<file path="config.mk">
export PLATFORM = sky130hd
export DESIGN_NAME = first_fit_extent_allocator_core
export DESIGN_NICKNAME = d
export VERILOG_FILES = /design/src/sv/ffea_pkg.sv /design/src/sv/ffea_cell.sv /design/src/sv/ffea_head.sv /design/src/sv/first_fit_extent_allocator_core.sv
export SDC_FILE = /design/constraint.sdc
export NUM_CORES = 2
export LEC_CHECK = 0
export ABC_AREA = 1
export BUFFER_PORTS_ARGS = -buffer_cell sky130_fd_sc_hd__buf_2
export CORE_ASPECT_RATIO = 0.5
export CORE_MARGIN = 4
export CORE_UTILIZATION = 40
export CTS_BUF_LIST = sky130_fd_sc_hd__clkbuf_8 sky130_fd_sc_hd__clkbuf_16
export DETAILED_ROUTE_END_ITERATION = 8
export PLACE_DENSITY = 0.56
export RECOVER_POWER = 50
export SETUP_SLACK_MARGIN = 0.5
export SLEW_MARGIN = 15
export SYNTH_ARGS = -nofsm -noshare
export SYNTH_HDL_FRONTEND = slang
export SYNTH_SLANG_ARGS = --single-unit
</file>
<file path="constraint.sdc">
create_clock -name i_clk -period 6.2 [get_ports i_clk]
set_input_delay 0.62 -clock i_clk [delete_from_list [all_inputs] [get_ports i_clk]]
set_output_delay 0.62 -clock i_clk [all_outputs]
set_load 0.02 [all_outputs]
</file>
<file path="src/sv/ffea_pkg.sv">
// Shared types and constants of the first-fit extent allocator.
// No dependencies; used by every module of the block.
package ffea_pkg;

    localparam int MAX_EXTENTS_DEF = 16;
    localparam int ADDR_WIDTH_DEF  = 16;
    localparam int FIELD_W         = 16;
    localparam int MODE_W          = 2;
    localparam int CNT_OUT_W       = 5;

    localparam logic [FIELD_W-1:0] POOL_RESET = 16'hFFFF;

    localparam logic [MODE_W-1:0] MODE_ALLOC  = 2'd0;
    localparam logic [MODE_W-1:0] MODE_FREE   = 2'd1;
    localparam logic [MODE_W-1:0] MODE_REINIT = 2'd2;

    typedef enum logic [1:0] {
        ST_OK         = 2'd0,
        ST_NO_FIT     = 2'd1,
        ST_TABLE_FULL = 2'd2,
        ST_BAD_SIZE   = 2'd3
    } t_status;

    // Kind of pass the head unit runs over the chain
    typedef enum logic [1:0] {
        PK_ALLOC = 2'd0,
        PK_FREE  = 2'd1,
        PK_DROP  = 2'd2
    } t_pass;

    typedef struct packed {
        logic shift;
        logic push;
        logic init;
    } t_cell_ctrl;

    typedef struct packed {
        t_pass kind;
        logic  start;
        logic  step;
        logic  flush;
        logic  first;
    } t_head_ctrl;

endpackage

</file>
<file path="src/sv/ffea_cell.sv">
// One cell of the extent chain: holds one free extent and shifts toward the head.
// Depends on ffea_pkg.
module ffea_cell #(
    parameter int INDEX = 0,
    parameter int AW    = ffea_pkg::ADDR_WIDTH_DEF,
    parameter int IW    = 5
) (
    input  logic                 i_clk,
    input  logic                 i_rst_n,
    input  ffea_pkg::t_cell_ctrl i_ctrl,
    input  logic [IW-1:0]        i_wr_idx,
    input  logic [AW-1:0]        i_init_len,
    input  logic                 i_nb_vld,
    input  logic                 i_nb_tag,
    input  logic [AW-1:0]        i_nb_start,
    input  logic [AW-1:0]        i_nb_len,
    input  logic                 i_push_tag,
    input  logic [AW-1:0]        i_push_start,
    input  logic [AW-1:0]        i_push_len,
    output logic                 o_vld,
    output logic                 o_tag,
    output logic [AW-1:0]        o_start,
    output logic [AW-1:0]        o_len
);
    import ffea_pkg::*;

    logic          r_vld;
    logic          r_tag;
    logic [AW-1:0] r_start;
    logic [AW-1:0] r_len;
    logic          w_hit;

    assign w_hit = i_ctrl.push && (i_wr_idx == IW'(INDEX));

    // Load the whole pool, take a pushed extent, or shift from the neighbor
    always_ff @(posedge i_clk) begin
        if (!i_rst_n || i_ctrl.init) begin
            r_vld   <= (INDEX == 0) && (i_init_len != '0);
            r_tag   <= 1'b0;
            r_start <= '0;
            r_len   <= i_init_len;
        end else if (w_hit) begin
            r_vld   <= 1'b1;
            r_tag   <= i_push_tag;
            r_start <= i_push_start;
            r_len   <= i_push_len;
        end else if (i_ctrl.shift) begin
            r_vld   <= i_nb_vld;
            r_tag   <= i_nb_tag;
            r_start <= i_nb_start;
            r_len   <= i_nb_len;
        end
    end

    assign o_vld   = r_vld;
    assign o_tag   = r_tag;
    assign o_start = r_start;
    assign o_len   = r_len;

endmodule

</file>
<file path="src/sv/ffea_head.sv">
// Head unit: edits the extent stream leaving the chain and merges touching extents.
// Depends on ffea_pkg.
module ffea_head #(
    parameter int AW = ffea_pkg::ADDR_WIDTH_DEF,
    parameter int DW = ffea_pkg::FIELD_W
) (
    input  logic                        i_clk,
    input  logic                        i_rst_n,
    input  ffea_pkg::t_head_ctrl        i_ctrl,
    input  logic [ffea_pkg::FIELD_W-1:0] i_req_size,
    input  logic [ffea_pkg::FIELD_W-1:0] i_req_addr,
    input  logic                        i_h_vld,
    input  logic                        i_h_tag,
    input  logic [AW-1:0]               i_h_start,
    input  logic [AW-1:0]               i_h_len,
    output logic                        o_push,
    output logic                        o_push_tag,
    output logic [AW-1:0]               o_push_start,
    output logic [AW-1:0]               o_push_len,
    output logic                        o_found,
    output logic [AW-1:0]               o_grant
);
    import ffea_pkg::*;

    logic          r_acc_vld;
    logic          r_acc_tag;
    logic [AW-1:0] r_acc_start;
    logic [AW-1:0] r_acc_len;
    logic          r_ins;
    logic [AW-1:0] r_hold_start;
    logic [AW-1:0] r_hold_len;
    logic          r_hold_vld;
    logic          r_found;
    logic [AW-1:0] r_grant;

    logic          w_s_vld;
    logic          w_s_tag;
    logic [AW-1:0] w_s_start;
    logic [AW-1:0] w_s_len;
    logic          w_ins_cond;
    logic          w_take_hold;
    logic          w_hit;
    logic          w_touch;

    // Insert point: strictly below the first start, else at or below later ones
    assign w_ins_cond = !i_h_vld ||
        (i_ctrl.first ? (DW'(i_h_start) > DW'(i_req_addr))
                      : (DW'(i_h_start) >= DW'(i_req_addr)));

    assign w_hit = !r_found && i_h_vld && (DW'(i_h_len) >= DW'(i_req_size));

    // Build the stream item for this cycle
    always_comb begin
        w_s_vld     = i_h_vld;
        w_s_tag     = 1'b0;
        w_s_start   = i_h_start;
        w_s_len     = i_h_len;
        w_take_hold = 1'b0;
        case (i_ctrl.kind)
            PK_FREE: begin
                if (r_ins) begin
                    w_s_vld     = r_hold_vld;
                    w_s_start   = r_hold_start;
                    w_s_len     = r_hold_len;
                    w_take_hold = 1'b1;
                end else if (w_ins_cond) begin
                    w_s_vld     = 1'b1;
                    w_s_tag     = 1'b1;
                    w_s_start   = AW'(i_req_addr);
                    w_s_len     = AW'(i_req_size);
                    w_take_hold = 1'b1;
                end
            end
            PK_ALLOC: begin
                if (w_hit) begin
                    if (DW'(i_h_len) == DW'(i_req_size)) begin
                        w_s_vld = 1'b0;
                    end else begin
                        w_s_start = AW'(DW'(i_h_start) + DW'(i_req_size));
                        w_s_len   = AW'(DW'(i_h_len) - DW'(i_req_size));
                    end
                end
            end
            PK_DROP: begin
                w_s_vld = i_h_vld && !i_h_tag;
            end
            default: begin
                w_s_vld = i_h_vld;
            end
        endcase
    end

    assign w_touch = (i_ctrl.kind == PK_FREE) && r_acc_vld && w_s_vld &&
        ((AW+1)'(r_acc_start) + (AW+1)'(r_acc_len) == (AW+1)'(w_s_start));

    // Emit the held extent once the next one does not touch it, or when the pass is flushed
    assign o_push = i_ctrl.step ? (r_acc_vld && !w_touch) : (i_ctrl.flush && r_acc_vld);
    assign o_push_tag   = r_acc_tag;
    assign o_push_start = r_acc_start;
    assign o_push_len   = r_acc_len;
    assign o_found      = r_found;
    assign o_grant      = r_grant;

    // Control flags
    always_ff @(posedge i_clk) begin
        if (!i_rst_n || i_ctrl.start || i_ctrl.flush) begin
            r_acc_vld <= 1'b0;
        end else if (i_ctrl.step && !w_touch) begin
            r_acc_vld <= w_s_vld;
        end
        if (!i_rst_n || i_ctrl.start) begin
            r_ins   <= 1'b0;
            r_found <= 1'b0;
        end else if (i_ctrl.step) begin
            if (w_take_hold) r_ins <= 1'b1;
            if (i_ctrl.kind == PK_ALLOC && w_hit) r_found <= 1'b1;
        end
    end

    // Accumulate, delay and grant payload
    always_ff @(posedge i_clk) begin
        if (i_ctrl.step) begin
            if (w_touch) begin
                r_acc_len <= AW'(r_acc_len + w_s_len);
                r_acc_tag <= r_acc_tag | w_s_tag;
            end else begin
                r_acc_tag   <= w_s_tag;
                r_acc_start <= w_s_start;
                r_acc_len   <= w_s_len;
            end
            if (w_take_hold) begin
                r_hold_vld   <= i_h_vld;
                r_hold_start <= i_h_start;
                r_hold_len   <= i_h_len;
            end
            if (i_ctrl.kind == PK_ALLOC && w_hit) r_grant <= i_h_start;
        end
    end

endmodule

</file>
<file path="src/sv/first_fit_extent_allocator_core.sv">
// First-fit extent allocator: a chain of MAX_EXTENTS+1 cells rotates through a head unit.
// Allocate and free each run one pass of the chain through the head unit, then a flush;
// a free that overflows the table adds a restoring pass that drops the new extent again.
// Reinit and unused modes go straight to the result. One item is worked on at a time.
// Synchronous active-low reset loads one extent covering the pool (size 65535 clipped).
// Depends on ffea_pkg, ffea_cell and ffea_head.
module first_fit_extent_allocator_core #(
    parameter int MAX_EXTENTS = ffea_pkg::MAX_EXTENTS_DEF,
    parameter int ADDR_WIDTH  = ffea_pkg::ADDR_WIDTH_DEF
) (
    input  logic                           i_clk,
    input  logic                           i_rst_n,
    input  logic                           i_valid,
    output logic                           o_stall,
    input  logic [ffea_pkg::MODE_W-1:0]    i_mode,
    input  logic [ffea_pkg::FIELD_W-1:0]   i_block_size,
    input  logic [ffea_pkg::FIELD_W-1:0]   i_block_address,
    input  logic                           i_wr_en,
    input  logic [ffea_pkg::FIELD_W-1:0]   i_wr_data,
    output logic                           o_valid,
    input  logic                           i_stall,
    output logic [ffea_pkg::FIELD_W-1:0]   o_result_address,
    output logic [1:0]                     o_status,
    output logic [ffea_pkg::CNT_OUT_W-1:0] o_free_extent_count
);
    import ffea_pkg::*;

    localparam int M  = MAX_EXTENTS + 1;
    localparam int AW = ADDR_WIDTH;
    localparam int DW = (AW > FIELD_W) ? AW : FIELD_W;
    localparam int IW = $clog2(M);
    localparam int CW = $clog2(M + 1);

    typedef enum logic [1:0] {S_IDLE, S_PASS, S_FLUSH, S_DONE} t_state;

    t_state               r_state;
    t_pass                r_kind;
    t_status              r_status;
    logic [FIELD_W-1:0]   r_size;
    logic [FIELD_W-1:0]   r_addr;
    logic [FIELD_W-1:0]   r_pool;
    logic [FIELD_W-1:0]   r_res_addr;
    logic [IW-1:0]        r_t;
    logic [IW-1:0]        r_wp;
    logic [CW-1:0]        r_cnt;
    logic                 r_out_vld;
    logic [FIELD_W-1:0]   r_out_addr;
    t_status              r_out_status;
    logic [CNT_OUT_W-1:0] r_out_cnt;

    logic [AW-1:0] w_lim;
    logic [AW-1:0] w_lim_rst;
    logic [AW-1:0] w_init_len;
    logic          w_free_bad;
    logic          w_push;
    logic [CW-1:0] w_cnt_nx;
    logic          w_found;
    logic [AW-1:0] w_grant;
    logic          w_push_tag;
    logic [AW-1:0] w_push_start;
    logic [AW-1:0] w_push_len;
    logic [IW-1:0] w_wr_idx;
    t_cell_ctrl    w_cctrl;
    t_head_ctrl    w_hctrl;

    logic          w_vld   [M];
    logic          w_tag   [M];
    logic [AW-1:0] w_start [M];
    logic [AW-1:0] w_len   [M];

    // Pool limit: pool size clipped to the address range
    assign w_lim = (DW'(r_pool) > DW'({AW{1'b1}})) ? {AW{1'b1}} : AW'(r_pool);
    assign w_lim_rst = (DW'(POOL_RESET) > DW'({AW{1'b1}})) ? {AW{1'b1}} : AW'(POOL_RESET);
    assign w_init_len = i_rst_n ? w_lim : w_lim_rst;

    assign w_free_bad = (i_block_size == '0) ||
        ((DW+1)'(i_block_address) + (DW+1)'(i_block_size) > (DW+1)'(w_lim));

    assign o_stall = (r_state != S_IDLE);

    // Cell and head controls
    always_comb begin
        w_cctrl.shift = (r_state == S_PASS);
        w_cctrl.push  = w_push && ((r_state == S_PASS) || (r_state == S_FLUSH));
        w_cctrl.init  = i_valid && (r_state == S_IDLE) && (i_mode == MODE_REINIT);
        w_hctrl.kind  = r_kind;
        w_hctrl.start = (r_state == S_IDLE) || (r_state == S_FLUSH);
        w_hctrl.step  = (r_state == S_PASS);
        w_hctrl.flush = (r_state == S_FLUSH);
        w_hctrl.first = (r_t == '0);
    end

    assign w_wr_idx = (r_state == S_PASS) ? r_wp : IW'(r_wp + 1'b1);
    assign w_cnt_nx = r_cnt + CW'(w_push);

    // Row of extent cells
    for (genvar g = 0; g < M; g++) begin : g_cell
        logic          nb_vld;
        logic          nb_tag;
        logic [AW-1:0] nb_start;
        logic [AW-1:0] nb_len;
        if (g < M - 1) begin : g_nb
            assign nb_vld   = w_vld[g+1];
            assign nb_tag   = w_tag[g+1];
            assign nb_start = w_start[g+1];
            assign nb_len   = w_len[g+1];
        end else begin : g_end
            assign nb_vld   = 1'b0;
            assign nb_tag   = 1'b0;
            assign nb_start = '0;
            assign nb_len   = '0;
        end
        ffea_cell #(.INDEX(g), .AW(AW), .IW(IW)) u_cell (
            .i_clk        (i_clk),
            .i_rst_n      (i_rst_n),
            .i_ctrl       (w_cctrl),
            .i_wr_idx     (w_wr_idx),
            .i_init_len   (w_init_len),
            .i_nb_vld     (nb_vld),
            .i_nb_tag     (nb_tag),
            .i_nb_start   (nb_start),
            .i_nb_len     (nb_len),
            .i_push_tag   (w_push_tag),
            .i_push_start (w_push_start),
            .i_push_len   (w_push_len),
            .o_vld        (w_vld[g]),
            .o_tag        (w_tag[g]),
            .o_start      (w_start[g]),
            .o_len        (w_len[g])
        );
    end

    ffea_head #(.AW(AW), .DW(DW)) u_head (
        .i_clk        (i_clk),
        .i_rst_n      (i_rst_n),
        .i_ctrl       (w_hctrl),
        .i_req_size   (r_size),
        .i_req_addr   (r_addr),
        .i_h_vld      (w_vld[0]),
        .i_h_tag      (w_tag[0]),
        .i_h_start    (w_start[0]),
        .i_h_len      (w_len[0]),
        .o_push       (w_push),
        .o_push_tag   (w_push_tag),
        .o_push_start (w_push_start),
        .o_push_len   (w_push_len),
        .o_found      (w_found),
        .o_grant      (w_grant)
    );

    // Sequencer and result register
    always_ff @(posedge i_clk) begin
        if (!i_rst_n) begin
            r_state   <= S_IDLE;
            r_kind    <= PK_ALLOC;
            r_status  <= ST_OK;
            r_pool    <= POOL_RESET;
            r_cnt     <= CW'(1);
            r_t       <= '0;
            r_wp      <= '0;
            r_out_vld <= 1'b0;
        end else begin
            if (i_wr_en) r_pool <= i_wr_data;
            if (r_out_vld && !i_stall && (r_state != S_DONE)) r_out_vld <= 1'b0;
            case (r_state)
                S_IDLE: begin
                    if (i_valid) begin
                        r_size     <= i_block_size;
                        r_addr     <= i_block_address;
                        r_res_addr <= '0;
                        r_t        <= '0;
                        r_wp       <= IW'(M - 1);
                        case (i_mode)
                            MODE_ALLOC: begin
                                if (i_block_size == '0) begin
                                    r_status <= ST_BAD_SIZE;
                                    r_state  <= S_DONE;
                                end else begin
                                    r_status <= ST_OK;
                                    r_kind   <= PK_ALLOC;
                                    r_cnt    <= '0;
                                    r_state  <= S_PASS;
                                end
                            end
                            MODE_FREE: begin
                                if (w_free_bad) begin
                                    r_status <= ST_BAD_SIZE;
                                    r_state  <= S_DONE;
                                end else begin
                                    r_status <= ST_OK;
                                    r_kind   <= PK_FREE;
                                    r_cnt    <= '0;
                                    r_state  <= S_PASS;
                                end
                            end
                            MODE_REINIT: begin
                                r_status <= ST_OK;
                                r_cnt    <= (w_lim != '0) ? CW'(1) : '0;
                                r_state  <= S_DONE;
                            end
                            default: begin
                                r_status <= ST_OK;
                                r_state  <= S_DONE;
                            end
                        endcase
                    end
                end
                S_PASS: begin
                    r_t <= IW'(r_t + 1'b1);
                    if (w_push) begin
                        r_cnt <= w_cnt_nx;
                    end else begin
                        r_wp <= IW'(r_wp - 1'b1);
                    end
                    if (r_t == IW'(M - 1)) r_state <= S_FLUSH;
                end
                S_FLUSH: begin
                    case (r_kind)
                        PK_ALLOC: begin
                            r_cnt      <= w_cnt_nx;
                            r_state    <= S_DONE;
                            r_status   <= w_found ? ST_OK : ST_NO_FIT;
                            r_res_addr <= w_found ? FIELD_W'(w_grant) : '0;
                        end
                        PK_FREE: begin
                            // Overflow: run a pass that drops the new extent again
                            if (w_cnt_nx == CW'(M)) begin
                                r_kind  <= PK_DROP;
                                r_t     <= '0;
                                r_wp    <= IW'(M - 1);
                                r_cnt   <= '0;
                                r_state <= S_PASS;
                            end else begin
                                r_cnt    <= w_cnt_nx;
                                r_status <= ST_OK;
                                r_state  <= S_DONE;
                            end
                        end
                        PK_DROP: begin
                            r_cnt    <= w_cnt_nx;
                            r_status <= ST_TABLE_FULL;
                            r_state  <= S_DONE;
                        end
                        default: begin
                            r_cnt    <= w_cnt_nx;
                            r_status <= ST_OK;
                            r_state  <= S_DONE;
                        end
                    endcase
                end
                S_DONE: begin
                    if (!r_out_vld || !i_stall) begin
                        r_out_vld    <= 1'b1;
                        r_out_addr   <= r_res_addr;
                        r_out_status <= r_status;
                        r_out_cnt    <= CNT_OUT_W'(r_cnt);
                        r_state      <= S_IDLE;
                    end
                end
                default: begin
                    r_state <= S_IDLE;
                end
            endcase
        end
    end

    assign o_valid             = r_out_vld;
    assign o_result_address    = r_out_addr;
    assign o_status            = r_out_status;
    assign o_free_extent_count = r_out_cnt;

endmodule

</file>
==> impl_metrics.env <==
export IMPL_slowest_delay_ns=0.79
export IMPL_core_mm2=0.0988
export IMPL_cts_tree="built"
export IMPL_vias_per_cell=5.61
export IMPL_violations="max-capacitance violations, max-slew violations"
export IMPL_status="complete, but fails checks"
export IMPL_clock_latency_ns=0.71
export IMPL_die_h_um=232
export IMPL_fp_dieW_um=457
export IMPL_drv_slew=262
export IMPL_numCtsBuffers=76
export IMPL_register_area_mm2=0.0197
export IMPL_period_share_pct=90.2
export IMPL_use_met3_pct=4.28
export IMPL_start_util_pct=40.8
export IMPL_drt_iter0_drc=3853
export IMPL_path_max_fanout=19
export IMPL_syn_nets=5146
export IMPL_grt_total_usage_pct=25.7
export IMPL_leakage_uw=0.0181
export IMPL_drtPass1Iterations=6
export IMPL_finClkSkew_ns=0.0386
export IMPL_hold_violations=0
export IMPL_final_nets=5129
export IMPL_grt_pass1_vias=32800
export IMPL_n_fill_cell=9829
export IMPL_root_buffer="clkbuf_16"
export IMPL_wl_per_cell_um=22.0
export IMPL_netlist_area_mm2=0.0403
export IMPL_synth_edf_count=426
export IMPL_synth_seq_area_share_pct=49.0
export IMPL_place_area_mm2=0.0421
export IMPL_drt_total_wl_mm=139
export IMPL_port_buffers=79
export IMPL_end_kind="flip-flop"
export IMPL_cp_start_kind="flip-flop"
export IMPL_drv_cap=6
export IMPL_layout_min_cycle_time_ns=5.59
export IMPL_dr_total_vias=35600
export IMPL_ys_ff_latch=772
export IMPL_multi_input_area_mm2=0.0175
export IMPL_path_cells="clkbuf_1 > ha_1 > a21oi_1 > o21ai_0 > a21oi_1 > nand3_1 > nand2_1 > o21ai_2 > nand3_1 > nand2_1 > nand2_1 > nor2_1 > nand3_1 > nor2_2 > nand3_2 > buf_4 > nand4_1 > inv_1 > o21ai_0 > o21ai_1"
export IMPL_drc=0
export IMPL_grt_first_pass_wirelength_mm=210
export IMPL_htreeDepth=3
export IMPL_grt_max_degree=236
export IMPL_yosysTopAreaCell="edfxtp_1"
export IMPL_setup_violations_final=0
export IMPL_synth_simple_area_share_pct=20.0
export IMPL_synth_area_leaders="edfxtp_1, dfxtp_1, nand2_1"
export IMPL_row_count=81
export IMPL_ys_types=52
export IMPL_groute_layer_met1_usage_pct=38.7
export IMPL_stdcell_area_mm2=0.0444
export IMPL_grt_most_used_layer="met1"
export IMPL_setup_tns_ns=0
export IMPL_rsz0062_at_grt="false"
export IMPL_synth_xor_area_share_pct=1.30
export IMPL_cts_hold_buf=0
export IMPL_ir_worst_vdd_v=0.000236
export IMPL_seqPwrFrac_pct=36.7
export IMPL_syn_area_per_cell_um2=8.11
export IMPL_synth_top_flop_cell="edfxtp_1"
export IMPL_powerDensity_mw_per_mm2=408
export IMPL_hp_class="input port to flip-flop"
export IMPL_die_area_mm2=0.106
export IMPL_synthAdderAreaFrac_pct=4.01
export IMPL_grt_use_met2_pct=38.3
export IMPL_synth_compound_area_share_pct=18.0
export IMPL_syn_to_final_growth_pct=10.2
export IMPL_worst_pin_slew_ns=2.92
export IMPL_postRouteAntennaNets=0
export IMPL_relSlewSlack_pct=-96.1
export IMPL_grt_antenna_before_repair=2
export IMPL_p_sw_uw=7560
export IMPL_p_int_uw=10500
export IMPL_worstSetupPathType="flip-flop to flip-flop"
export IMPL_grt_overflow=0
export IMPL_slowest_stage="nand4_1"
export IMPL_switching_share_pct=41.8
export IMPL_ys_warn_count=0
export IMPL_cts_sinks=772
export IMPL_ys_async_sr_fraction_pct=0
export IMPL_clkSlewWorstSetupHoldPaths_ns=0.07
export IMPL_cts_buffer_depth=3
export IMPL_io_pins=80
export IMPL_required_ns=6.72
export IMPL_synth_top_family_by_area="simple AND/OR/NAND/NOR gates"
export IMPL_pwr_share_clk_pct=26.1
export IMPL_crit_arrival_ns=6.11
export IMPL_synthMuxAreaShare_pct=0.0746
export IMPL_yosysTopAreaCellShare_pct=31.8
export IMPL_max_freq_mhz=179
export IMPL_dp_hpwl_mm=96.9
export IMPL_combPwrFrac_pct=37.1
export IMPL_synthCells=4965
export IMPL_routabilityCongestion=0.951
export IMPL_drive_above_1_share_pct=6.47
what timing repair did:
action	CTS	global route
buffers inserted	0	5
resized for setup	0	15
endpoints found under the setup margin	0	51
area by class of cell:
type                    count  area share [%]
well taps                1328            3.74
inverters                 440            3.75
diodes                      3          0.0169
multi-input cells        3431            39.4
clock inverters            51           0.902
clock buffers              88            4.68
flip-flops and latches    772            44.4
repair buffers            227            3.11
worst max-delay path, delay by kind of cell, from the launching register on:
| kind | cells | cell delay, ns |
|---|---|---|
| buf+inv | 3 | 1.83 |
| simple gates | 10 | 1.66 |
| compound gates | 6 | 0.97 |
| flops | 1 | 0.46 |
| fa+ha+maj | 1 | 0.45 |
synth_stat cells, types with 4 or more instances:
cell and count:
a211oi_1 10, a21o_1 4, a21oi_1 275, a221oi_1 5, a31oi_1 27, buf_1 23, buf_2 76, buf_4 13
buf_6 7, clkbuf_1 202, dfxtp_1 346, edfxtp_1 426, fa_1 5, ha_1 121, inv_1 421, inv_2 16
nand2_1 1079, nand2_2 7, nand3_1 330, nand3b_1 6, nand4_1 47, nand4_2 10, nand4_4 7, nor2_1 343
nor2_2 8, nor3_1 31, nor4_1 11, o211ai_1 99, o21ai_0 694, o21ai_1 152, o21bai_1 21, o221ai_1 9
o22ai_1 12, o31ai_1 19, or2_2 13, xnor2_1 11, xor2_1 49
stage by stage:
step	std cells	total power [uW]	hold slack, ns	setup WS (ns)	utilization, %
after detailed placement	6193	13300	0.405	0.600	42.6
after global routing	6338	19100	0.132	0.229	44.9
after global placement	6193	13400	0.401	0.561	42.6
after CTS	6332	18100	0.101	0.567	45.1
after floorplan	4965	10800	0.400	1.41	-
final	6340	18100	0.164	0.607	44.9
cells in the final DEF, fill, tap and decap left out, types with 6 or more instances in the layout:
cell type / count
nand2_1: 1077
o21ai_0: 745
inv_1: 440
edfxtp_1: 426
dfxtp_1: 346
nor2_1: 340
nand3_1: 331
a21oi_1: 274
ha_1: 120
buf_4: 111
o21ai_1: 99
o211ai_1: 99
clkbuf_1: 83
clkbuf_16: 77
nand4_1: 56
xor2_1: 49
nor3_1: 29
a31oi_1: 27
o21bai_1: 21
buf_2: 21
o31ai_1: 19
clkinv_2: 14
or2_2: 13
clkinv_1: 12
o22ai_1: 12
xnor2_1: 11
nor4_1: 11
clkbuf_8: 11
a211oi_1: 10
nor2_2: 9
o221ai_1: 9
nand2_2: 8
inv_2: 8
nand3b_1: 6
power by group through the flow:
stage / Sequential [uW] / Combinational [uW] / Clock, uW
after global routing: 6700 / 7340 / 5020
after detailed placement: 6740 / 6600 / 0
final: 6650 / 6720 / 4730
after global placement: 6740 / 6610 / 0
after CTS: 6640 / 6640 / 4810
after floorplan: 6670 / 4120 / 0
worst paths after layout:
kind	to	cells after the start	startpoint	slack, ns
hold reg to reg	o_result_address[6]$_DFFE_PP_	0	r_res_addr[6]$_SDFFCE_PN0P_	0.42
setup / recovery	g_cell[13].u_cell.o_len[11]$_DFFE_PP_	20	g_cell[0].u_cell.o_start[9]$_SDFFE_PP0P_	0.61
setup reg to reg	g_cell[13].u_cell.o_len[11]$_DFFE_PP_	20	g_cell[0].u_cell.o_start[9]$_SDFFE_PP0P_	0.61
hold / removal	r_pool[0]$_SDFFE_PN1P_	3	i_wr_data[0]	0.16
routing by layer:
metal	share of wire, %	up-vias
met1	48	17200
met4	2.3	0
li1	-	16900
met2	42	1272
met3	7.3	182
met5	0	-
cells by family after synthesis:
kind of cell,count (synthesis)
AO/OA/AOI/OAI,1342
XOR/XNOR,60
adder cells (fa/ha/maj),126
buffers and inverters,762
flip-flops,772
multiplexers,3
AND/OR/NAND/NOR,1900
state kept, by name (all words and copies together) (netlist names), 17 cells and up:
signal                 cells
g_cell.u_cell.o_start    272
g_cell.u_cell.o_tag       17
g_cell.u_cell.o_vld       17
g_cell.u_cell.o_len      272
No activity file was read; power rests on OpenSTA's default activity.
